<file path="src/design/ocs_pkg.sv">
// ----------------------------------------------------------------------------
// ocs_pkg
// shared stage, side, operation codes and state/result types of the sequencer
// ----------------------------------------------------------------------------
`default_nettype none

package ocs_pkg;

    localparam logic [3:0] ST_IDLE     = 4'd0;
    localparam logic [3:0] ST_CLOSE    = 4'd1;
    localparam logic [3:0] ST_OPEN     = 4'd2;
    localparam logic [3:0] ST_ENABLE   = 4'd3;
    localparam logic [3:0] ST_DISC     = 4'd4;
    localparam logic [3:0] ST_WAITFLIP = 4'd5;
    localparam logic [3:0] ST_PLANNER  = 4'd6;
    localparam logic [3:0] ST_REMOTE   = 4'd7;
    localparam logic [3:0] ST_REGRIP   = 4'd8;
    localparam logic [3:0] ST_REOPEN   = 4'd9;
    localparam logic [3:0] ST_CLEAR    = 4'd10;
    localparam logic [3:0] ST_MANUAL   = 4'd11;

    localparam logic [2:0] OP_NONE    = 3'd0;
    localparam logic [2:0] OP_CLOSE   = 3'd1;
    localparam logic [2:0] OP_DISC    = 3'd2;
    localparam logic [2:0] OP_PLANNER = 3'd3;
    localparam logic [2:0] OP_REGRIP  = 3'd4;

    localparam logic [1:0] SIDE_NONE  = 2'd0;
    localparam logic [1:0] SIDE_LEFT  = 2'd1;
    localparam logic [1:0] SIDE_RIGHT = 2'd2;

    localparam logic [1:0] DRIVE_FWD = 2'd1;
    localparam logic [1:0] DRIVE_REV = 2'd2;

    localparam logic [1:0] DISC_DONE = 2'd1;
    localparam logic [1:0] DISC_FAIL = 2'd2;

    localparam logic [1:0] PLAN_DONE     = 2'd1;
    localparam logic [1:0] PLAN_RELEASED = 2'd2;
    localparam logic [1:0] PLAN_WATCHDOG = 2'd3;

    localparam logic [1:0] PACT_NONE   = 2'd0;
    localparam logic [1:0] PACT_START  = 2'd1;
    localparam logic [1:0] PACT_SAFETY = 2'd2;
    localparam logic [1:0] PACT_MANUAL = 2'd3;

    localparam logic [1:0] NOTE_NONE     = 2'd0;
    localparam logic [1:0] NOTE_WAITFLIP = 2'd1;
    localparam logic [1:0] NOTE_DISCFAIL = 2'd2;
    localparam logic [1:0] NOTE_REGRIP   = 2'd3;

    localparam logic [2:0] REG_GRIP_WAIT  = 3'd0;
    localparam logic [2:0] REG_REGRIP_TO  = 3'd1;
    localparam logic [2:0] REG_REGRIP_MAX = 3'd2;
    localparam logic [2:0] REG_LEFT_GRAV  = 3'd3;
    localparam logic [2:0] REG_RIGHT_GRAV = 3'd4;

    localparam int RESULT_BITS = 24;

    typedef struct packed {
        logic [3:0] stage;
        logic [1:0] side;
        logic [1:0] first_side;
        logic [2:0] failure_kind;
        logic [7:0] retry_left;
        logic [7:0] retry_right;
        logic       grip_low_seen;
        logic [1:0] latched_gravity;
    } seq_state_t;

    typedef struct packed {
        logic       start_disconnect;
        logic       reset_disconnect;
        logic [1:0] planner_cmd;
        logic       reset_remote_session;
        logic       start_remote_session;
        logic       wheel_travel_clear;
        logic [1:0] notice;
    } actions_t;

    typedef struct packed {
        logic [31:0] grip_wait_time;
        logic [31:0] regrip_timeout;
        logic [7:0]  regrip_max;
        logic [1:0]  left_gravity_mode;
        logic [1:0]  right_gravity_mode;
    } cfg_t;

endpackage

`default_nettype wire

</file>
<file path="src/design/obstacle_crossing_sequencer.sv">
// an input transfer is held in the input register, then its result in the result
// register; one update per cycle while the downstream does not stall, set by the single
// stage decision between the two registers
// reset: synchronous, active low; clears the sequencer state, the edge detector,
// both valid flags and reloads the configuration defaults
// ----------------------------------------------------------------------------
// obstacle_crossing_sequencer
// two-side obstacle crossing sequencer with twelve stages, streaming in and out
// ----------------------------------------------------------------------------
`default_nettype none

module obstacle_crossing_sequencer #(
    parameter int TIME_BITS = 32,
    parameter int SEQ_BITS  = 16
) (
    input  wire         aclk,
    input  wire         aresetn,
    // configuration writes
    input  wire         cfg_wr_en,
    input  wire [2:0]   cfg_index,
    input  wire [31:0]  cfg_wdata,
    // update items
    input  wire         s_tvalid,
    output logic        s_tready,
    // from bit 0: now_time, trigger_level, rise_sequence, fall_sequence,
    // sequences_valid, safety hold, traversing, grip closed,
    // drive_request, request_flags, disconnect_outcome, planner_outcome
    input  wire [((TIME_BITS+2*SEQ_BITS+14+7)/8)*8-1:0] s_tdata,
    // result items
    output logic        m_tvalid,
    input  wire         m_tready,
    // from bit 0: start_disconnect, reset_disconnect, planner command,
    // reset_remote_session, start_remote_session, wheel travel clear, notice,
    // stage_now, side_now, gravity_mode, failed_op
    output logic [ocs_pkg::RESULT_BITS-1:0] m_tdata
);

    localparam int IN_W = ((TIME_BITS + 2 * SEQ_BITS + 14 + 7) / 8) * 8;
    localparam int B    = TIME_BITS + 2 * SEQ_BITS + 1;  // sequences_valid bit

    // configuration registers
    ocs_pkg::cfg_t cfg_reg;

    // input register
    logic            in_valid_reg;
    logic [IN_W-1:0] in_data_reg;

    // sequencer state
    ocs_pkg::seq_state_t  st_reg;
    ocs_pkg::seq_state_t  st_next;
    logic [TIME_BITS-1:0] wait_start_reg;
    logic [TIME_BITS-1:0] wait_start_next;
    logic                 edges_ready_reg;
    logic                 prev_trigger_reg;
    logic [SEQ_BITS-1:0]  prev_rise_reg;
    logic [SEQ_BITS-1:0]  prev_fall_reg;

    // result register
    logic                            m_valid_reg;
    logic [ocs_pkg::RESULT_BITS-1:0] m_data_reg;
    ocs_pkg::actions_t               acts;

    logic advance;  // the held item moves into the result register

    assign advance  = in_valid_reg && (!m_valid_reg || m_tready);
    assign s_tready = !in_valid_reg || advance;
    assign m_tvalid = m_valid_reg;
    assign m_tdata  = m_data_reg;

    // configuration port, writes beyond the list are dropped
    always_ff @(posedge aclk) begin
        if (!aresetn) begin
            cfg_reg.grip_wait_time     <= 32'd1000;
            cfg_reg.regrip_timeout     <= 32'd1000;
            cfg_reg.regrip_max         <= 8'd3;
            cfg_reg.left_gravity_mode  <= 2'd0;
            cfg_reg.right_gravity_mode <= 2'd0;
        end else if (cfg_wr_en) begin
            unique case (cfg_index)
                ocs_pkg::REG_GRIP_WAIT:  cfg_reg.grip_wait_time     <= cfg_wdata;
                ocs_pkg::REG_REGRIP_TO:  cfg_reg.regrip_timeout     <= cfg_wdata;
                ocs_pkg::REG_REGRIP_MAX: cfg_reg.regrip_max         <= cfg_wdata[7:0];
                ocs_pkg::REG_LEFT_GRAV:  cfg_reg.left_gravity_mode  <= cfg_wdata[1:0];
                ocs_pkg::REG_RIGHT_GRAV: cfg_reg.right_gravity_mode <= cfg_wdata[1:0];
                default: begin
                end
            endcase
        end
    end

    // input register takes a transfer whenever it is empty or being drained
    always_ff @(posedge aclk) begin
        if (!aresetn) begin
            in_valid_reg <= 1'b0;
        end else if (s_tready) begin
            in_valid_reg <= s_tvalid;
        end
    end

    always_ff @(posedge aclk) begin
        if (s_tready && s_tvalid) begin
            in_data_reg <= s_tdata;
        end
    end

    ocs_step #(
        .TIME_BITS(TIME_BITS),
        .SEQ_BITS (SEQ_BITS)
    ) u_step (
        .cfg               (cfg_reg),
        .st_cur            (st_reg),
        .wait_start_cur    (wait_start_reg),
        .edges_ready_cur   (edges_ready_reg),
        .prev_trigger_cur  (prev_trigger_reg),
        .prev_rise_cur     (prev_rise_reg),
        .prev_fall_cur     (prev_fall_reg),
        .now_time          (in_data_reg[TIME_BITS-1:0]),
        .trigger_level     (in_data_reg[TIME_BITS]),
        .rise_sequence     (in_data_reg[TIME_BITS+SEQ_BITS:TIME_BITS+1]),
        .fall_sequence     (in_data_reg[TIME_BITS+2*SEQ_BITS:TIME_BITS+SEQ_BITS+1]),
        .sequences_valid   (in_data_reg[B]),
        .safety_hold       (in_data_reg[B+1]),
        .traversing        (in_data_reg[B+2]),
        .grip_closed       (in_data_reg[B+3]),
        .drive_request     (in_data_reg[B+5:B+4]),
        .request_flags     (in_data_reg[B+8:B+6]),
        .disconnect_outcome(in_data_reg[B+10:B+9]),
        .planner_outcome   (in_data_reg[B+12:B+11]),
        .st_next           (st_next),
        .wait_start_next   (wait_start_next),
        .acts              (acts)
    );

    // state and edge detector move once per processed item
    always_ff @(posedge aclk) begin
        if (!aresetn) begin
            st_reg.stage           <= ocs_pkg::ST_IDLE;
            st_reg.side            <= ocs_pkg::SIDE_NONE;
            st_reg.first_side      <= ocs_pkg::SIDE_LEFT;
            st_reg.failure_kind    <= ocs_pkg::OP_NONE;
            st_reg.retry_left      <= 8'd0;
            st_reg.retry_right     <= 8'd0;
            st_reg.grip_low_seen   <= 1'b0;
            st_reg.latched_gravity <= 2'd0;
            wait_start_reg         <= '0;
            edges_ready_reg        <= 1'b0;
            prev_trigger_reg       <= 1'b0;
            prev_rise_reg          <= '0;
            prev_fall_reg          <= '0;
        end else if (advance) begin
            st_reg           <= st_next;
            wait_start_reg   <= wait_start_next;
            edges_ready_reg  <= 1'b1;
            prev_trigger_reg <= in_data_reg[TIME_BITS];
            prev_rise_reg    <= in_data_reg[TIME_BITS+SEQ_BITS:TIME_BITS+1];
            prev_fall_reg    <= in_data_reg[TIME_BITS+2*SEQ_BITS:TIME_BITS+SEQ_BITS+1];
        end
    end

    // result register, holds while the downstream stalls
    always_ff @(posedge aclk) begin
        if (!aresetn) begin
            m_valid_reg <= 1'b0;
        end else if (advance) begin
            m_valid_reg <= 1'b1;
        end else if (m_tready) begin
            m_valid_reg <= 1'b0;
        end
    end

    always_ff @(posedge aclk) begin
        if (advance) begin
            m_data_reg <= {4'd0, st_next.failure_kind, st_next.latched_gravity, st_next.side,
                           st_next.stage, acts.notice, acts.wheel_travel_clear,
                           acts.start_remote_session, acts.reset_remote_session,
                           acts.planner_cmd, acts.reset_disconnect,
                           acts.start_disconnect};
        end
    end

`ifndef SYNTHESIS
    a_stage_range: assert property (@(posedge aclk) disable iff (!aresetn)
        st_reg.stage <= ocs_pkg::ST_MANUAL)
        else $error("stage register out of range");

    a_idle_no_side: assert property (@(posedge aclk) disable iff (!aresetn)
        st_reg.stage == ocs_pkg::ST_IDLE |-> st_reg.side == ocs_pkg::SIDE_NONE)
        else $error("idle stage with a side selected");

    a_fail_only_manual: assert property (@(posedge aclk) disable iff (!aresetn)
        st_reg.stage != ocs_pkg::ST_MANUAL |-> st_reg.failure_kind == ocs_pkg::OP_NONE)
        else $error("failure kind outside manual intervention");

    a_held_item_kept: assert property (@(posedge aclk) disable iff (!aresetn)
        in_valid_reg && !advance |=> in_valid_reg && $stable(in_data_reg))
        else $error("pending item lost while result stalled");
`endif

endmodule

`default_nettype wire

</file>
<file path="src/design/ocs_step.sv">
// ----------------------------------------------------------------------------
// ocs_step
// one update of the crossing sequencer: edge detect and stage decision
// ----------------------------------------------------------------------------
`default_nettype none

module ocs_step #(
    parameter int TIME_BITS = 32,
    parameter int SEQ_BITS  = 16
) (
    input  wire ocs_pkg::cfg_t        cfg,
    input  wire ocs_pkg::seq_state_t  st_cur,
    input  wire [TIME_BITS-1:0]       wait_start_cur,
    input  wire                       edges_ready_cur,
    input  wire                       prev_trigger_cur,
    input  wire [SEQ_BITS-1:0]        prev_rise_cur,
    input  wire [SEQ_BITS-1:0]        prev_fall_cur,
    input  wire [TIME_BITS-1:0]       now_time,
    input  wire                       trigger_level,
    input  wire [SEQ_BITS-1:0]        rise_sequence,
    input  wire [SEQ_BITS-1:0]        fall_sequence,
    input  wire                       sequences_valid,
    input  wire                       safety_hold,
    input  wire                       traversing,
    input  wire                       grip_closed,
    input  wire [1:0]                 drive_request,
    input  wire [2:0]                 request_flags,
    input  wire [1:0]                 disconnect_outcome,
    input  wire [1:0]                 planner_outcome,
    output ocs_pkg::seq_state_t       st_next,
    output logic [TIME_BITS-1:0]      wait_start_next,
    output ocs_pkg::actions_t         acts
);

    localparam int CW = (TIME_BITS > 32) ? TIME_BITS : 32;

    logic [TIME_BITS-1:0] diff;
    logic                 grip_elapsed;
    logic                 regrip_elapsed;
    logic                 rise;
    logic                 fall;
    logic                 grip_event;
    logic [7:0]           cnt;
    logic [1:0]           opp;
    logic [2:0]           op;
    logic                 need_latch;

    assign diff           = now_time - wait_start_cur;
    assign grip_elapsed   = CW'(diff) >= CW'(cfg.grip_wait_time);
    assign regrip_elapsed = CW'(diff) >= CW'(cfg.regrip_timeout);

    assign rise = edges_ready_cur && ((!prev_trigger_cur && trigger_level) ||
                  (sequences_valid && rise_sequence != prev_rise_cur));
    assign fall = edges_ready_cur && ((prev_trigger_cur && !trigger_level) ||
                  (sequences_valid && fall_sequence != prev_fall_cur));

    always_comb begin
        st_next         = st_cur;
        wait_start_next = wait_start_cur;
        acts            = '0;
        grip_event      = 1'b0;
        cnt             = 8'd0;
        op              = st_cur.failure_kind;
        need_latch      = 1'b0;
        unique case (st_cur.side)
            ocs_pkg::SIDE_LEFT:  opp = ocs_pkg::SIDE_RIGHT;
            ocs_pkg::SIDE_RIGHT: opp = ocs_pkg::SIDE_LEFT;
            default:             opp = ocs_pkg::SIDE_NONE;
        endcase

        if (safety_hold) begin
            acts.reset_disconnect     = 1'b1;
            acts.planner_cmd          = ocs_pkg::PACT_SAFETY;
            acts.reset_remote_session = 1'b1;
            if (grip_closed) begin
                st_next.latched_gravity = 2'd0;
            end
            st_next.stage         = ocs_pkg::ST_IDLE;
            st_next.side          = ocs_pkg::SIDE_NONE;
            st_next.first_side    = ocs_pkg::SIDE_LEFT;
            st_next.failure_kind  = ocs_pkg::OP_NONE;
            st_next.retry_left    = 8'd0;
            st_next.retry_right   = 8'd0;
            st_next.grip_low_seen = 1'b0;
            wait_start_next       = '0;
        end else begin
            // gripper confirmation counts only after a low was seen
            if (st_cur.stage == ocs_pkg::ST_CLOSE || st_cur.stage == ocs_pkg::ST_REGRIP) begin
                if (!grip_closed) begin
                    st_next.grip_low_seen = 1'b1;
                end else if (st_cur.grip_low_seen) begin
                    st_next.grip_low_seen = 1'b0;
                    grip_event            = 1'b1;
                end
            end

            unique case (st_cur.stage)
                ocs_pkg::ST_IDLE: begin
                    if (request_flags[0] || (traversing && rise)) begin
                        st_next.retry_left   = 8'd0;
                        st_next.retry_right  = 8'd0;
                        st_next.failure_kind = ocs_pkg::OP_NONE;
                        if (drive_request == ocs_pkg::DRIVE_FWD ||
                            drive_request == ocs_pkg::DRIVE_REV) begin
                            st_next.first_side    = drive_request;
                            st_next.side          = drive_request;
                            st_next.grip_low_seen = 1'b0;
                            st_next.stage         = ocs_pkg::ST_OPEN;
                            wait_start_next       = now_time;
                        end else begin
                            st_next.first_side = ocs_pkg::SIDE_NONE;
                        end
                    end
                end
                ocs_pkg::ST_CLOSE: begin
                    if (grip_event) begin
                        st_next.side    = st_cur.first_side;
                        st_next.stage   = ocs_pkg::ST_OPEN;
                        wait_start_next = now_time;
                    end else if (grip_elapsed) begin
                        st_next.side                = st_cur.first_side;
                        st_next.stage               = ocs_pkg::ST_MANUAL;
                        st_next.failure_kind        = ocs_pkg::OP_CLOSE;
                        acts.reset_disconnect       = 1'b1;
                        acts.planner_cmd            = ocs_pkg::PACT_MANUAL;
                        acts.reset_remote_session   = 1'b1;
                    end
                end
                ocs_pkg::ST_OPEN: begin
                    if (grip_elapsed) begin
                        st_next.stage = ocs_pkg::ST_ENABLE;
                    end
                end
                ocs_pkg::ST_ENABLE: begin
                    st_next.stage         = ocs_pkg::ST_DISC;
                    acts.start_disconnect = 1'b1;
                end
                ocs_pkg::ST_DISC: begin
                    if (disconnect_outcome == ocs_pkg::DISC_DONE) begin
                        st_next.stage         = ocs_pkg::ST_WAITFLIP;
                        acts.reset_disconnect = 1'b1;
                        acts.notice           = ocs_pkg::NOTE_WAITFLIP;
                    end else if (disconnect_outcome == ocs_pkg::DISC_FAIL) begin
                        st_next.stage             = ocs_pkg::ST_MANUAL;
                        st_next.failure_kind      = ocs_pkg::OP_DISC;
                        acts.reset_disconnect     = 1'b1;
                        acts.planner_cmd          = ocs_pkg::PACT_MANUAL;
                        acts.reset_remote_session = 1'b1;
                        acts.notice               = ocs_pkg::NOTE_DISCFAIL;
                    end
                end
                ocs_pkg::ST_WAITFLIP: begin
                    if (request_flags[1]) begin
                        st_next.stage    = ocs_pkg::ST_PLANNER;
                        acts.planner_cmd = ocs_pkg::PACT_START;
                    end
                end
                ocs_pkg::ST_PLANNER: begin
                    if (planner_outcome == ocs_pkg::PLAN_DONE ||
                        planner_outcome == ocs_pkg::PLAN_RELEASED) begin
                        st_next.stage             = ocs_pkg::ST_REMOTE;
                        acts.reset_disconnect     = 1'b1;
                        acts.start_remote_session = 1'b1;
                    end else if (planner_outcome == ocs_pkg::PLAN_WATCHDOG) begin
                        st_next.stage             = ocs_pkg::ST_MANUAL;
                        st_next.failure_kind      = ocs_pkg::OP_PLANNER;
                        acts.reset_disconnect     = 1'b1;
                        acts.reset_remote_session = 1'b1;
                    end
                end
                ocs_pkg::ST_REMOTE: begin
                    if (request_flags[2]) begin
                        st_next.stage         = ocs_pkg::ST_REGRIP;
                        acts.notice           = ocs_pkg::NOTE_REGRIP;
                        wait_start_next       = now_time;
                        st_next.grip_low_seen = !grip_closed;
                    end
                end
                ocs_pkg::ST_REGRIP: begin
                    if (grip_event) begin
                        if (st_cur.side == ocs_pkg::SIDE_LEFT) begin
                            st_next.retry_left = 8'd0;
                        end
                        if (st_cur.side == ocs_pkg::SIDE_RIGHT) begin
                            st_next.retry_right = 8'd0;
                        end
                        if (st_cur.side == st_cur.first_side) begin
                            st_next.latched_gravity = 2'd0;
                            st_next.side            = opp;
                            st_next.stage           = ocs_pkg::ST_OPEN;
                            wait_start_next         = now_time;
                        end else begin
                            st_next.latched_gravity = 2'd0;
                            st_next.stage           = ocs_pkg::ST_CLEAR;
                            st_next.side            = ocs_pkg::SIDE_NONE;
                            acts.reset_disconnect   = 1'b1;
                            acts.wheel_travel_clear = 1'b1;
                        end
                    end else if (regrip_elapsed) begin
                        cnt = (st_cur.side == ocs_pkg::SIDE_RIGHT) ? st_cur.retry_right
                                                                   : st_cur.retry_left;
                        if (cnt != 8'hff) begin
                            cnt = cnt + 8'd1;
                        end
                        if (st_cur.side == ocs_pkg::SIDE_LEFT) begin
                            st_next.retry_left = cnt;
                        end
                        if (st_cur.side == ocs_pkg::SIDE_RIGHT) begin
                            st_next.retry_right = cnt;
                        end
                        if ((st_cur.side != ocs_pkg::SIDE_LEFT &&
                             st_cur.side != ocs_pkg::SIDE_RIGHT) ||
                            cnt >= cfg.regrip_max) begin
                            st_next.stage             = ocs_pkg::ST_MANUAL;
                            st_next.failure_kind      = ocs_pkg::OP_REGRIP;
                            acts.reset_disconnect     = 1'b1;
                            acts.planner_cmd          = ocs_pkg::PACT_MANUAL;
                            acts.reset_remote_session = 1'b1;
                        end else begin
                            st_next.stage   = ocs_pkg::ST_REOPEN;
                            wait_start_next = now_time;
                        end
                    end
                end
                ocs_pkg::ST_REOPEN: begin
                    if (grip_elapsed) begin
                        st_next.stage             = ocs_pkg::ST_REMOTE;
                        acts.reset_disconnect     = 1'b1;
                        acts.start_remote_session = 1'b1;
                    end
                end
                ocs_pkg::ST_CLEAR: begin
                    if (fall) begin
                        acts.reset_disconnect     = 1'b1;
                        acts.planner_cmd          = ocs_pkg::PACT_SAFETY;
                        acts.reset_remote_session = 1'b1;
                        if (grip_closed) begin
                            st_next.latched_gravity = 2'd0;
                        end
                        st_next.stage         = ocs_pkg::ST_IDLE;
                        st_next.side          = ocs_pkg::SIDE_NONE;
                        st_next.first_side    = ocs_pkg::SIDE_LEFT;
                        st_next.failure_kind  = ocs_pkg::OP_NONE;
                        st_next.retry_left    = 8'd0;
                        st_next.retry_right   = 8'd0;
                        st_next.grip_low_seen = 1'b0;
                        wait_start_next       = '0;
                    end
                end
                ocs_pkg::ST_MANUAL: begin
                    if (op != ocs_pkg::OP_DISC && grip_closed) begin
                        if (op == ocs_pkg::OP_REGRIP && st_cur.side == ocs_pkg::SIDE_LEFT) begin
                            st_next.retry_left = 8'd0;
                        end
                        if (op == ocs_pkg::OP_REGRIP && st_cur.side == ocs_pkg::SIDE_RIGHT) begin
                            st_next.retry_right = 8'd0;
                        end
                        st_next.failure_kind  = ocs_pkg::OP_NONE;
                        acts.reset_disconnect = 1'b1;
                        if (op == ocs_pkg::OP_CLOSE) begin
                            st_next.stage   = ocs_pkg::ST_OPEN;
                            wait_start_next = now_time;
                        end else if (st_cur.side == st_cur.first_side) begin
                            st_next.latched_gravity = 2'd0;
                            st_next.side            = opp;
                            st_next.stage           = ocs_pkg::ST_OPEN;
                            wait_start_next         = now_time;
                        end else if (st_cur.side != ocs_pkg::SIDE_NONE) begin
                            st_next.latched_gravity = 2'd0;
                            st_next.stage           = ocs_pkg::ST_CLEAR;
                            st_next.side            = ocs_pkg::SIDE_NONE;
                            acts.wheel_travel_clear = 1'b1;
                        end else begin
                            // full sequencer reset, grip is high here
                            acts.planner_cmd          = ocs_pkg::PACT_SAFETY;
                            acts.reset_remote_session = 1'b1;
                            st_next.latched_gravity   = 2'd0;
                            st_next.stage             = ocs_pkg::ST_IDLE;
                            st_next.side              = ocs_pkg::SIDE_NONE;
                            st_next.first_side        = ocs_pkg::SIDE_LEFT;
                            st_next.retry_left        = 8'd0;
                            st_next.retry_right       = 8'd0;
                            st_next.grip_low_seen     = 1'b0;
                            wait_start_next           = '0;
                        end
                    end
                end
                default: begin
                end
            endcase

            // gravity latch follows the side while the side is being crossed
            if (st_next.stage >= ocs_pkg::ST_ENABLE && st_next.stage <= ocs_pkg::ST_REOPEN) begin
                need_latch = 1'b1;
            end else if (st_next.stage == ocs_pkg::ST_MANUAL) begin
                need_latch = st_next.failure_kind != ocs_pkg::OP_NONE &&
                             st_next.failure_kind != ocs_pkg::OP_CLOSE;
            end
            if (need_latch && st_next.side == ocs_pkg::SIDE_LEFT) begin
                st_next.latched_gravity = cfg.left_gravity_mode;
            end else if (need_latch && st_next.side == ocs_pkg::SIDE_RIGHT) begin
                st_next.latched_gravity = cfg.right_gravity_mode;
            end
        end
    end

endmodule

`default_nettype wire
</file>
<file path="config.mk">
export PLATFORM = sky130hd
export DESIGN_NAME = obstacle_crossing_sequencer
export DESIGN_NICKNAME = d
export VERILOG_FILES = /design/src/design/ocs_pkg.sv /design/src/design/obstacle_crossing_sequencer.sv /design/src/design/ocs_step.sv
export SDC_FILE = /design/constraint.sdc
export NUM_CORES = 1
export LEC_CHECK = 0
export ABC_AREA = 1
export BUFFER_PORTS_ARGS = -buffer_cell sky130_fd_sc_hd__buf_2
export CAP_MARGIN = 10
export CORE_ASPECT_RATIO = 0.6
export CORE_UTILIZATION = 50
export CTS_CLUSTER_SIZE = 14
export DETAILED_ROUTE_END_ITERATION = 6
export PLACE_DENSITY = 0.78
export REMOVE_ABC_BUFFERS = 1
export SYNTH_ARGS = -nofsm -noshare
export SYNTH_HDL_FRONTEND = slang
export SYNTH_SLANG_ARGS = --single-unit
</file>
<file path="constraint.sdc">
create_clock -name aclk -period 4.85 [get_ports aclk]
set_clock_uncertainty 0.2 [all_clocks]
set_input_delay 0.485 -clock aclk [delete_from_list [all_inputs] [get_ports aclk]]
set_output_delay 0.485 -clock aclk [all_outputs]
set_load 0.01 [all_outputs]
</file>
==> flow_summary.html, run 1 <==
<table>
<tr><th>Metric</th><th>Value</th></tr>
<tr><th colspan="2">Synth</th></tr>
<tr><td>Main area contributors after synthesis</td><td>sky130_fd_sc_hd__dfxtp_1 23%, sky130_fd_sc_hd__edfxtp_1 20%, sky130_fd_sc_hd__ha_1 9.7%, sky130_fd_sc_hd__nand2_1 7.6%, sky130_fd_sc_hd__a21oi_1 7.2%</td></tr>
<tr><td>Portion of the post-synthesis area used by sequential elements</td><td>0.432</td></tr>
<tr><td>Number of synthesized flops with an enable pin</td><td>between 90 and 100</td></tr>
<tr><td>FFs w/ async S/R, synth</td><td>0</td></tr>
<tr><td>Most common flop cell mapped by yosys</td><td>sky130_fd_sc_hd__dfxtp_1</td></tr>
<tr><td>Number of library cell types mapped by synthesis</td><td>57</td></tr>
<tr><td>Library cell with the highest instance count after synthesis</td><td>sky130_fd_sc_hd__nand2_1</td></tr>
<tr><td>Area share of the leading cell type in the synthesized netlist</td><td>0.234</td></tr>
<tr><td>Avg Inst Size Synth</td><td>7.92 sq um</td></tr>
<tr><td>Cell taking the most area after synthesis</td><td>sky130_fd_sc_hd__dfxtp_1</td></tr>
<tr><td>Most used standard cells in the synthesized netlist</td><td>302 x sky130_fd_sc_hd__nand2_1, 273 x sky130_fd_sc_hd__inv_1, 213 x sky130_fd_sc_hd__a21oi_1</td></tr>
<tr><td>#FFs+latches synth</td><td>around 270</td></tr>
<tr><td>Post-Syn Instances</td><td>1,879</td></tr>
<tr><td>Total standard cell area after synthesis</td><td>0.0149 sq mm</td></tr>
<tr><td>Synth warnings</td><td>0</td></tr>
<tr><th colspan="2">Power and ir drop</th></tr>
<tr><td>Final total power</td><td>just over 7 mW</td></tr>
<tr><td>Cell-internal power</td><td>roughly 4.8 mW</td></tr>
<tr><td>Switching part of the total power</td><td>0.326</td></tr>
<tr><td>Ratio of total power to cell area</td><td>~350 mW/mm^2</td></tr>
<tr><td>Gate power share</td><td>0.321</td></tr>
<tr><td>Leakage power summed over all cells</td><td>8.91 nW</td></tr>
<tr><td>Portion of total power attributed to sequential cells</td><td>0.361</td></tr>
<tr><td>P_sw</td><td>2.32 mW</td></tr>
<tr><td>Part of the power in the clock network</td><td>0.318</td></tr>
<tr><td>Worst ir drop on vdd</td><td>about 0.37 mV</td></tr>
<tr><th colspan="2">Floorplan</th></tr>
<tr><td>Total die area</td><td>just over 0.03 sq mm</td></tr>
<tr><td>Top-Level Pins</td><td>146</td></tr>
<tr><td>Die extent in y</td><td>136 um</td></tr>
<tr><td>Die X</td><td>about 220 um</td></tr>
<tr><td>Core outline area</td><td>slightly below 0.03 sq mm</td></tr>
<tr><td>Starting Density</td><td>0.513</td></tr>
<tr><td>Site Rows</td><td>between 40 and 50</td></tr>
<tr><th colspan="2">Worst hold path</th></tr>
<tr><td>Hold path endpoint</td><td>cfg_reg[15]$_SDFFE_PN1P_</td></tr>
<tr><td>Worst Hold Depth</td><td>3</td></tr>
<tr><td>Min-delay worst type</td><td>in2reg</td></tr>
<tr><td>Hold path startpoint</td><td>cfg_wdata[3]</td></tr>
<tr><th colspan="2">Drt</th></tr>
<tr><td>Routed wirelength normalized by instance count</td><td>18.3 um</td></tr>
<tr><td>Total via count in the routed design</td><td>around 15,000</td></tr>
<tr><td>DRC marker count from the first detailed-route iteration</td><td>approximately 1,500</td></tr>
<tr><td>Remaining routing DRC violations</td><td>0</td></tr>
<tr><td>Post-route ant nets</td><td>0</td></tr>
<tr><td>Detailed-router iteration count before antenna repair</td><td>6</td></tr>
<tr><td>Vias/cell</td><td>between 5 and 6</td></tr>
<tr><td>Total length of routed wires</td><td>49.0 mm</td></tr>
<tr><th colspan="2">Timing</th></tr>
<tr><td>Max Slew Vio Count</td><td>0</td></tr>
<tr><td>Slew @ Worst Pin</td><td>1410 ps</td></tr>
<tr><td>Max frequency</td><td>179 MHz</td></tr>
<tr><td>Hold Slack</td><td>8.93 ps</td></tr>
<tr><td>Final worst-path setup slack</td><td>-727 ps</td></tr>
<tr><td>Worst rel slew slack</td><td>0.0587</td></tr>
<tr><td>RSZ-0062 raised after global routing</td><td>true</td></tr>
<tr><td>Share of the cycle needed by the critical path after routing</td><td>1.15</td></tr>
<tr><td>Final setup TNS</td><td>-32,450 ps</td></tr>
<tr><td>Setup violations, final</td><td>71</td></tr>
<tr><td>Final critical-path required period</td><td>5580 ps</td></tr>
<tr><td>Hold violation total from the final report</td><td>0</td></tr>
<tr><th colspan="2">CTS</th></tr>
<tr><td>H-tree depth</td><td>1</td></tr>
<tr><td>Worst-skew pair later-pin latency</td><td>570 ps</td></tr>
<tr><td>Clock transition at the registers of the reported paths</td><td>around 70 ps</td></tr>
<tr><td>TritonCTS clock tree</td><td>done</td></tr>
<tr><td>Master cell of the clock root buffer</td><td>sky130_fd_sc_hd__clkbuf_16</td></tr>
<tr><td>Number of buffers created by CTS</td><td>27</td></tr>
<tr><td>Maximum clock insertion buffer count</td><td>3</td></tr>
<tr><td>Number of clock sinks</td><td>approximately 270</td></tr>
<tr><th colspan="2">Worst setup path</th></tr>
<tr><td>Terminus of the critical flop-to-flop path</td><td>wait_start_reg[18]$_SDFFE_PN0P_</td></tr>
<tr><td>Length in cells of the worst reg-to-reg path</td><td>36</td></tr>
<tr><td>Worst Path Required</td><td>a little over 5000 ps</td></tr>
<tr><td>Worst-path maximum fanout</td><td>4</td></tr>
<tr><td>Internal reg-to-reg setup slack</td><td>-730 ps</td></tr>
<tr><td>Critical Path AT</td><td>5850 ps</td></tr>
<tr><td>Standard cell with the maximum stage delay on the critical path</td><td>sky130_fd_sc_hd__edfxtp_1</td></tr>
<tr><td>Kind of launch point of the worst setup path</td><td>flop</td></tr>
<tr><td>Capturing element type of the critical path</td><td>flop</td></tr>
<tr><td>Longest individual stage delay on the worst path</td><td>between 400 and 500 ps</td></tr>
<tr><td>Most repeated library cell on the critical path</td><td>sky130_fd_sc_hd__nand2_2</td></tr>
<tr><td>Startpoint of the worst register-to-register path</td><td>in_data_reg[5]$_DFFE_PP_</td></tr>
<tr><td>Crit Path Category</td><td>reg2reg</td></tr>
<tr><th colspan="2">Flow run</th></tr>
<tr><td>Max-cap violation count</td><td>0</td></tr>
<tr><th colspan="2">Cells and area</th></tr>
<tr><td>Area Overhead vs Synth</td><td>38.3%</td></tr>
<tr><td>Share of cells above drive strength 1</td><td>0.283</td></tr>
<tr><td>Final Net Count</td><td>roughly 2,500</td></tr>
<tr><td>Flip-flop count of the largest register after layout</td><td>78</td></tr>
<tr><th colspan="2">Placed design</th></tr>
<tr><td>Estimated wirelength of the detail-placed design</td><td>31.2 mm</td></tr>
<tr><td>IO Port Bufs</td><td>approximately 140</td></tr>
<tr><td>Placer Congestion</td><td>between 0.9 and 1</td></tr>
<tr><th colspan="2">Outcome</th></tr>
<tr><td>Violated checks</td><td>negative setup slack</td></tr>
<tr><td>Run status</td><td>finished with violations</td></tr>
<tr><th colspan="2">Global route</th></tr>
<tr><td>Antenna violations before repair</td><td>1</td></tr>
<tr><td>Global-route wire length before repair</td><td>between 70 and 80 mm</td></tr>
<tr><td>Total routing usage reported by global routing</td><td>0.305</td></tr>
<tr><td>Vias in the first global route</td><td>13,600</td></tr>
<tr><td>Remaining global-route overflow</td><td>0</td></tr>
<tr><td>Largest net degree at the start of global routing</td><td>about 120</td></tr>
</table>
## power groups by stage
| stage | sequential, mW | combinational, mW | clock [mW] |
|---|---|---|---|
| 3_3_place_gp | 2.62 | 1.62 | 0 |
| 3_5_place_dp | 2.62 | 1.67 | 0 |
| 4_1_cts | 2.57 | 1.98 | 2.28 |
| 2_1_floorplan | 2.61 | 0.981 | 0 |
| 5_1_grt | 2.59 | 2.47 | 2.37 |
| 6_report | 2.58 | 2.29 | 2.27 |
## worst max path at each step
| stage | from | end | slack, ps |
|---|---|---|---|
| final | in_data_reg[5]$_DFFE_PP_ | wait_start_reg[18]$_SDFFE_PN0P_ | -730 |
| after global routing | in_data_reg[5]$_DFFE_PP_ | wait_start_reg[18]$_SDFFE_PN0P_ | -870 |
| after CTS | in_data_reg[2]$_DFFE_PP_ | st_reg[0]$_SDFFE_PN0P_ | -340 |
| after detailed placement | in_data_reg[1]$_DFFE_PP_ | st_reg[1]$_SDFFE_PN0P_ | -750 |
| after global placement | in_data_reg[1]$_DFFE_PP_ | st_reg[0]$_SDFFE_PN0P_ | -650 |
| after floorplan | in_data_reg[2]$_DFFE_PP_ | wait_start_reg[0]$_SDFFE_PN0P_ | -780 |
## per-layer routing
| layer | global-route usage | share of wire | vias up |
|---|---|---|---|
| li1 | - | - | 7009 |
| met1 | 0.449 | 0.45 | 6852 |
| met2 | 0.461 | 0.44 | 681 |
| met3 | 0.0555 | 0.090 | 107 |
| met4 | 0.0680 | 0.026 | 0 |
| met5 | 0 | 0 | - |
## through the flow
stage                     instances   util  worst slack [ps]  area (sq um)
after global routing           2675  0.710              -867         20600
final                          2675  0.710              -727         20600
after floorplan                1816      -              -776         14600
after CTS                      2661  0.678              -337         19700
after detailed placement       2496  0.583              -748         16900
after global placement         2496  0.583              -653         16900
## cell type report
cell class	instances	area (sq um)
inverters	294	1120
flip-flops and latches	272	6430
multi-input cells	1250	8350
diodes	1	2.50
clock buffers	41	841
well taps	400	500
clock inverters	9	114
fillers	2062	8420
repair buffers	408	3230
## kinds of logic after synthesis
kind of cell	synth area share
AND/OR/NAND/NOR	0.173
AO/OA/AOI/OAI	0.181
buffers and inverters	0.0930
flip-flops	0.432
adder cells (fa/ha/maj)	0.0980
XOR/XNOR	0.0218
other	0.000252
multiplexers	0.000672
## layout by cell type, fill, tap and decap left out, types with 98 or more instances in the layout
cell type	n
sky130_fd_sc_hd__edfxtp_1	98
sky130_fd_sc_hd__nor2_1	153
sky130_fd_sc_hd__buf_4	152
sky130_fd_sc_hd__dfxtp_1	174
sky130_fd_sc_hd__nand2_1	261
sky130_fd_sc_hd__buf_2	139
sky130_fd_sc_hd__o21ai_0	145
sky130_fd_sc_hd__ha_1	108
sky130_fd_sc_hd__a21oi_1	160
sky130_fd_sc_hd__inv_1	263
## critical path: cells and delay by family, from the launching register on
| kind | cells | cell delay, ps |
|---|---|---|
| xor+xnor | 1 | 190 |
| flops | 1 | 470 |
| simple gates | 16 | 1770 |
| compound gates | 9 | 1400 |
| fa+ha+maj | 2 | 600 |
| buf+inv | 8 | 830 |
## repair_timing
item / 4_1_cts / 5_1_grt
gates cloned: 8 / 2
buffers inserted: 25 / 17
hold endpoints to repair: 87 / 0
endpoints found under the setup margin: 74 / 74
gates resized for setup: 139 / 191
hold buffers: 83 / 0
pin swaps: 65 / 80
No activity file was read; power rests on OpenSTA's default activity.
==> run 2, diff against run 1 <==
--- a/config.mk
+++ b/config.mk
@@ -14,3 +14,3 @@
 export DETAILED_ROUTE_END_ITERATION = 6
-export PLACE_DENSITY = 0.78
+export PLACE_DENSITY = 0.75
 export REMOVE_ABC_BUFFERS = 1
==> constraint.sdc (replaced) <==
create_clock -name aclk -period 6.2 [get_ports aclk]
set_clock_uncertainty 0.2 [all_clocks]
set_input_delay 0.93 -clock aclk [delete_from_list [all_inputs] [get_ports aclk]]
set_output_delay 0.93 -clock aclk [all_outputs]
set_load 0.01 [all_outputs]
==> flow_summary.html, run 2 (synthesis gave the netlist of run 1 again) <==
<table>
<tr><th>Metric</th><th>Value</th></tr>
<tr><th colspan="2">CTS</th></tr>
<tr><td>Number of buffers created by CTS</td><td>27</td></tr>
<tr><td>Maximum clock insertion buffer count</td><td>3</td></tr>
<tr><td>Clock transition at the registers of the reported paths</td><td>around 60 ps</td></tr>
<tr><td>Master cell of the clock root buffer</td><td>sky130_fd_sc_hd__clkbuf_16</td></tr>
<tr><td>Number of clock sinks</td><td>between 200 and 300</td></tr>
<tr><td>H-tree depth</td><td>1</td></tr>
<tr><td>TritonCTS clock tree</td><td>done</td></tr>
<tr><td>Worst-skew pair later-pin latency</td><td>560 ps</td></tr>
<tr><th colspan="2">Power and ir drop</th></tr>
<tr><td>Cell-internal power</td><td>between 3 and 4 mW</td></tr>
<tr><td>Leakage power summed over all cells</td><td>between 7 and 8 nW</td></tr>
<tr><td>P_sw</td><td>between 1.5 and 2 mW</td></tr>
<tr><td>Worst ir drop on vdd</td><td>between 0.15 and 0.2 mV</td></tr>
<tr><td>Part of the power in the clock network</td><td>0.349</td></tr>
<tr><td>Gate power share</td><td>0.240</td></tr>
<tr><td>Switching part of the total power</td><td>0.310</td></tr>
<tr><td>Portion of total power attributed to sequential cells</td><td>0.411</td></tr>
<tr><td>Ratio of total power to cell area</td><td>between 200 and 300 mW/mm^2</td></tr>
<tr><th colspan="2">Floorplan</th></tr>
<tr><td>Starting Density</td><td>0.513</td></tr>
<tr><td>Site Rows</td><td>48</td></tr>
<tr><td>Die extent in y</td><td>around 140 um</td></tr>
<tr><td>Total die area</td><td>between 0.03 and 0.04 sq mm</td></tr>
<tr><td>Die X</td><td>225 um</td></tr>
<tr><td>Core outline area</td><td>~0.029 sq mm</td></tr>
<tr><td>Top-Level Pins</td><td>roughly 150</td></tr>
<tr><th colspan="2">Worst setup path</th></tr>
<tr><td>Longest individual stage delay on the worst path</td><td>400 ps</td></tr>
<tr><td>Capturing element type of the critical path</td><td>flop</td></tr>
<tr><td>Crit Path Category</td><td>reg2reg</td></tr>
<tr><td>Standard cell with the maximum stage delay on the critical path</td><td>sky130_fd_sc_hd__edfxtp_1</td></tr>
<tr><td>Worst Path Required</td><td>around 6500 ps</td></tr>
<tr><td>Kind of launch point of the worst setup path</td><td>flop</td></tr>
<tr><td>Critical Path AT</td><td>6010 ps</td></tr>
<tr><td>Worst-path maximum fanout</td><td>6</td></tr>
<tr><td>Most repeated library cell on the critical path</td><td>sky130_fd_sc_hd__nand2_1</td></tr>
<tr><th colspan="2">Flow run</th></tr>
<tr><td>Max-cap violation count</td><td>0</td></tr>
<tr><th colspan="2">Timing</th></tr>
<tr><td>Worst rel slew slack</td><td>0.238</td></tr>
<tr><td>Hold violation total from the final report</td><td>0</td></tr>
<tr><td>Max Slew Vio Count</td><td>0</td></tr>
<tr><td>Setup violations, final</td><td>0</td></tr>
<tr><td>RSZ-0062 raised after global routing</td><td>true</td></tr>
<tr><td>Slew @ Worst Pin</td><td>about 1100 ps</td></tr>
<tr><td>Final critical-path required period</td><td>between 5000 and 6000 ps</td></tr>
<tr><td>Final worst-path setup slack</td><td>441 ps</td></tr>
<tr><td>Max frequency</td><td>roughly 170 MHz</td></tr>
<tr><td>Final setup TNS</td><td>0 ps</td></tr>
<tr><td>Share of the cycle needed by the critical path after routing</td><td>0.929</td></tr>
<tr><th colspan="2">Placed design</th></tr>
<tr><td>Placer Congestion</td><td>just over 0.9</td></tr>
<tr><td>Worst setup timing slack at the placement stage</td><td>71.0 ps</td></tr>
<tr><td>IO Port Bufs</td><td>between 100 and 150</td></tr>
<tr><td>Estimated wirelength of the detail-placed design</td><td>just under 30 mm</td></tr>
<tr><td>Post-Place Cell Area</td><td>between 0.015 and 0.02 sq mm</td></tr>
<tr><th colspan="2">Drt</th></tr>
<tr><td>Routed wirelength normalized by instance count</td><td>around 16 um</td></tr>
<tr><td>Total length of routed wires</td><td>~40 mm</td></tr>
<tr><td>Total via count in the routed design</td><td>approximately 13,000</td></tr>
<tr><td>Detailed-router iteration count before antenna repair</td><td>7</td></tr>
<tr><td>Remaining routing DRC violations</td><td>0</td></tr>
<tr><td>Vias/cell</td><td>around 5.4</td></tr>
<tr><td>Post-route ant nets</td><td>0</td></tr>
<tr><td>DRC marker count from the first detailed-route iteration</td><td>1,190</td></tr>
<tr><th colspan="2">Global route</th></tr>
<tr><td>Total routing usage reported by global routing</td><td>0.260</td></tr>
<tr><td>Global-route wire length before repair</td><td>about 63 mm</td></tr>
<tr><td>Remaining global-route overflow</td><td>0</td></tr>
<tr><td>Vias in the first global route</td><td>around 12,000</td></tr>
<tr><td>Largest net degree at the start of global routing</td><td>111</td></tr>
<tr><td>Antenna violations before repair</td><td>7</td></tr>
<tr><th colspan="2">Cells and area</th></tr>
<tr><td>Filler instances</td><td>2,588</td></tr>
<tr><td>Share of cells above drive strength 1</td><td>0.132</td></tr>
<tr><td>Area of all placed cells without fillers</td><td>between 0.015 and 0.02 sq mm</td></tr>
<tr><td>Flip-flop count of the largest register after layout</td><td>just under 80</td></tr>
<tr><td>Commonest non-fill, non-tap cell in the layout</td><td>sky130_fd_sc_hd__nand2_1</td></tr>
<tr><td>Top library cells by usage in the layout, fill and taps aside</td><td>297 x sky130_fd_sc_hd__nand2_1, 271 x sky130_fd_sc_hd__inv_1, 210 x sky130_fd_sc_hd__a21oi_1</td></tr>
<tr><td>Area Overhead vs Synth</td><td>14.2%</td></tr>
<tr><td>Final Net Count</td><td>around 2,200</td></tr>
<tr><th colspan="2">Worst hold path</th></tr>
<tr><td>Min-delay worst type</td><td>reg2reg</td></tr>
<tr><th colspan="2">Outcome</th></tr>
<tr><td>Run status</td><td>finished clean</td></tr>
</table>
-- run 2: cell types whose count changed in the layout (fill, tap and decap cells not counted), sizes merged --
cell and change:
buf -167, dlygate4sd3 -83, diode +3, clkbuf -2
clkinv -1, clkinvlp +1
-- run 2: critical path, delay by kind of cell (launching register included) --
kind                       cells  cell delay, ps
and+or+nand+nor               17            2050
AOI/OAI and AO/OA             11            1950
adders and majority gates      2             650
DFF                            1             400
xor gates and xnor gates       1             250
buffers and inverters          2             120
-- run 2: final cells by class --
class | count | area (sq um) | area share
inverters | 294 | 1110 | 0.0651
clock buffers | 41 | 820 | 0.0482
multi-input cells | 1250 | 7180 | 0.423
clock inverters | 9 | 104 | 0.00611
flip-flops and latches | 272 | 6430 | 0.378
well taps | 400 | 500 | 0.0294
repair buffers | 156 | 852 | 0.0501
diodes | 4 | 10.0 | 0.000589
-- run 2: stage by stage --
stage | std cells | utilization | power (mW) | hold slack (ps)
floorplan | 1816 | - | 2.81 | 230
CTS | 2419 | 0.581 | 4.86 | 265
detailed placement | 2369 | 0.550 | 3.16 | 256
global route | 2424 | 0.586 | 5.14 | 284
global placement | 2369 | 0.550 | 3.11 | 249
finish | 2426 | 0.586 | 4.90 | 263
-- run 2: what timing repair did --
| action | in CTS | in global routing |
|---|---|---|
| hold buffers | 0 | 0 |
| setup endpoints to repair | 0 | 54 |
| endpoints found under the hold margin | 0 | 0 |
| resized for setup | 0 | 24 |
| buffers inserted | 0 | 2 |
-- run 2: power by group through the flow --
stage	registers, mW	logic [mW]	clock network, mW
finish	2.01	1.18	1.71
global route	2.02	1.32	1.80
CTS	2.01	1.12	1.73
detailed placement	2.05	1.11	0
global placement	2.05	1.06	0
floorplan	2.04	0.767	0
-- run 2: final timing paths --
path	startpoint	to	slack, ps	cells past startpoint
setup / recovery	in_data_reg[2]$_DFFE_PP_	st_reg[1]$_SDFFE_PN0P_	440	33
hold / removal	cfg_reg[48]$_SDFFE_PN0P_	cfg_reg[48]$_SDFFE_PN0P_	260	2
setup reg to reg	in_data_reg[2]$_DFFE_PP_	st_reg[1]$_SDFFE_PN0P_	440	33
hold reg to reg	cfg_reg[48]$_SDFFE_PN0P_	cfg_reg[48]$_SDFFE_PN0P_	260	2
-- run 2: per-layer routing --
layer | up-vias | global-route usage | share of wire
li1 | 6510 | - | -
met1 | 6038 | 0.396 | 0.49
met2 | 506 | 0.367 | 0.40
met3 | 48 | 0.0655 | 0.095
met4 | 4 | 0.0495 | 0.014
met5 | - | 0 | 0.00068
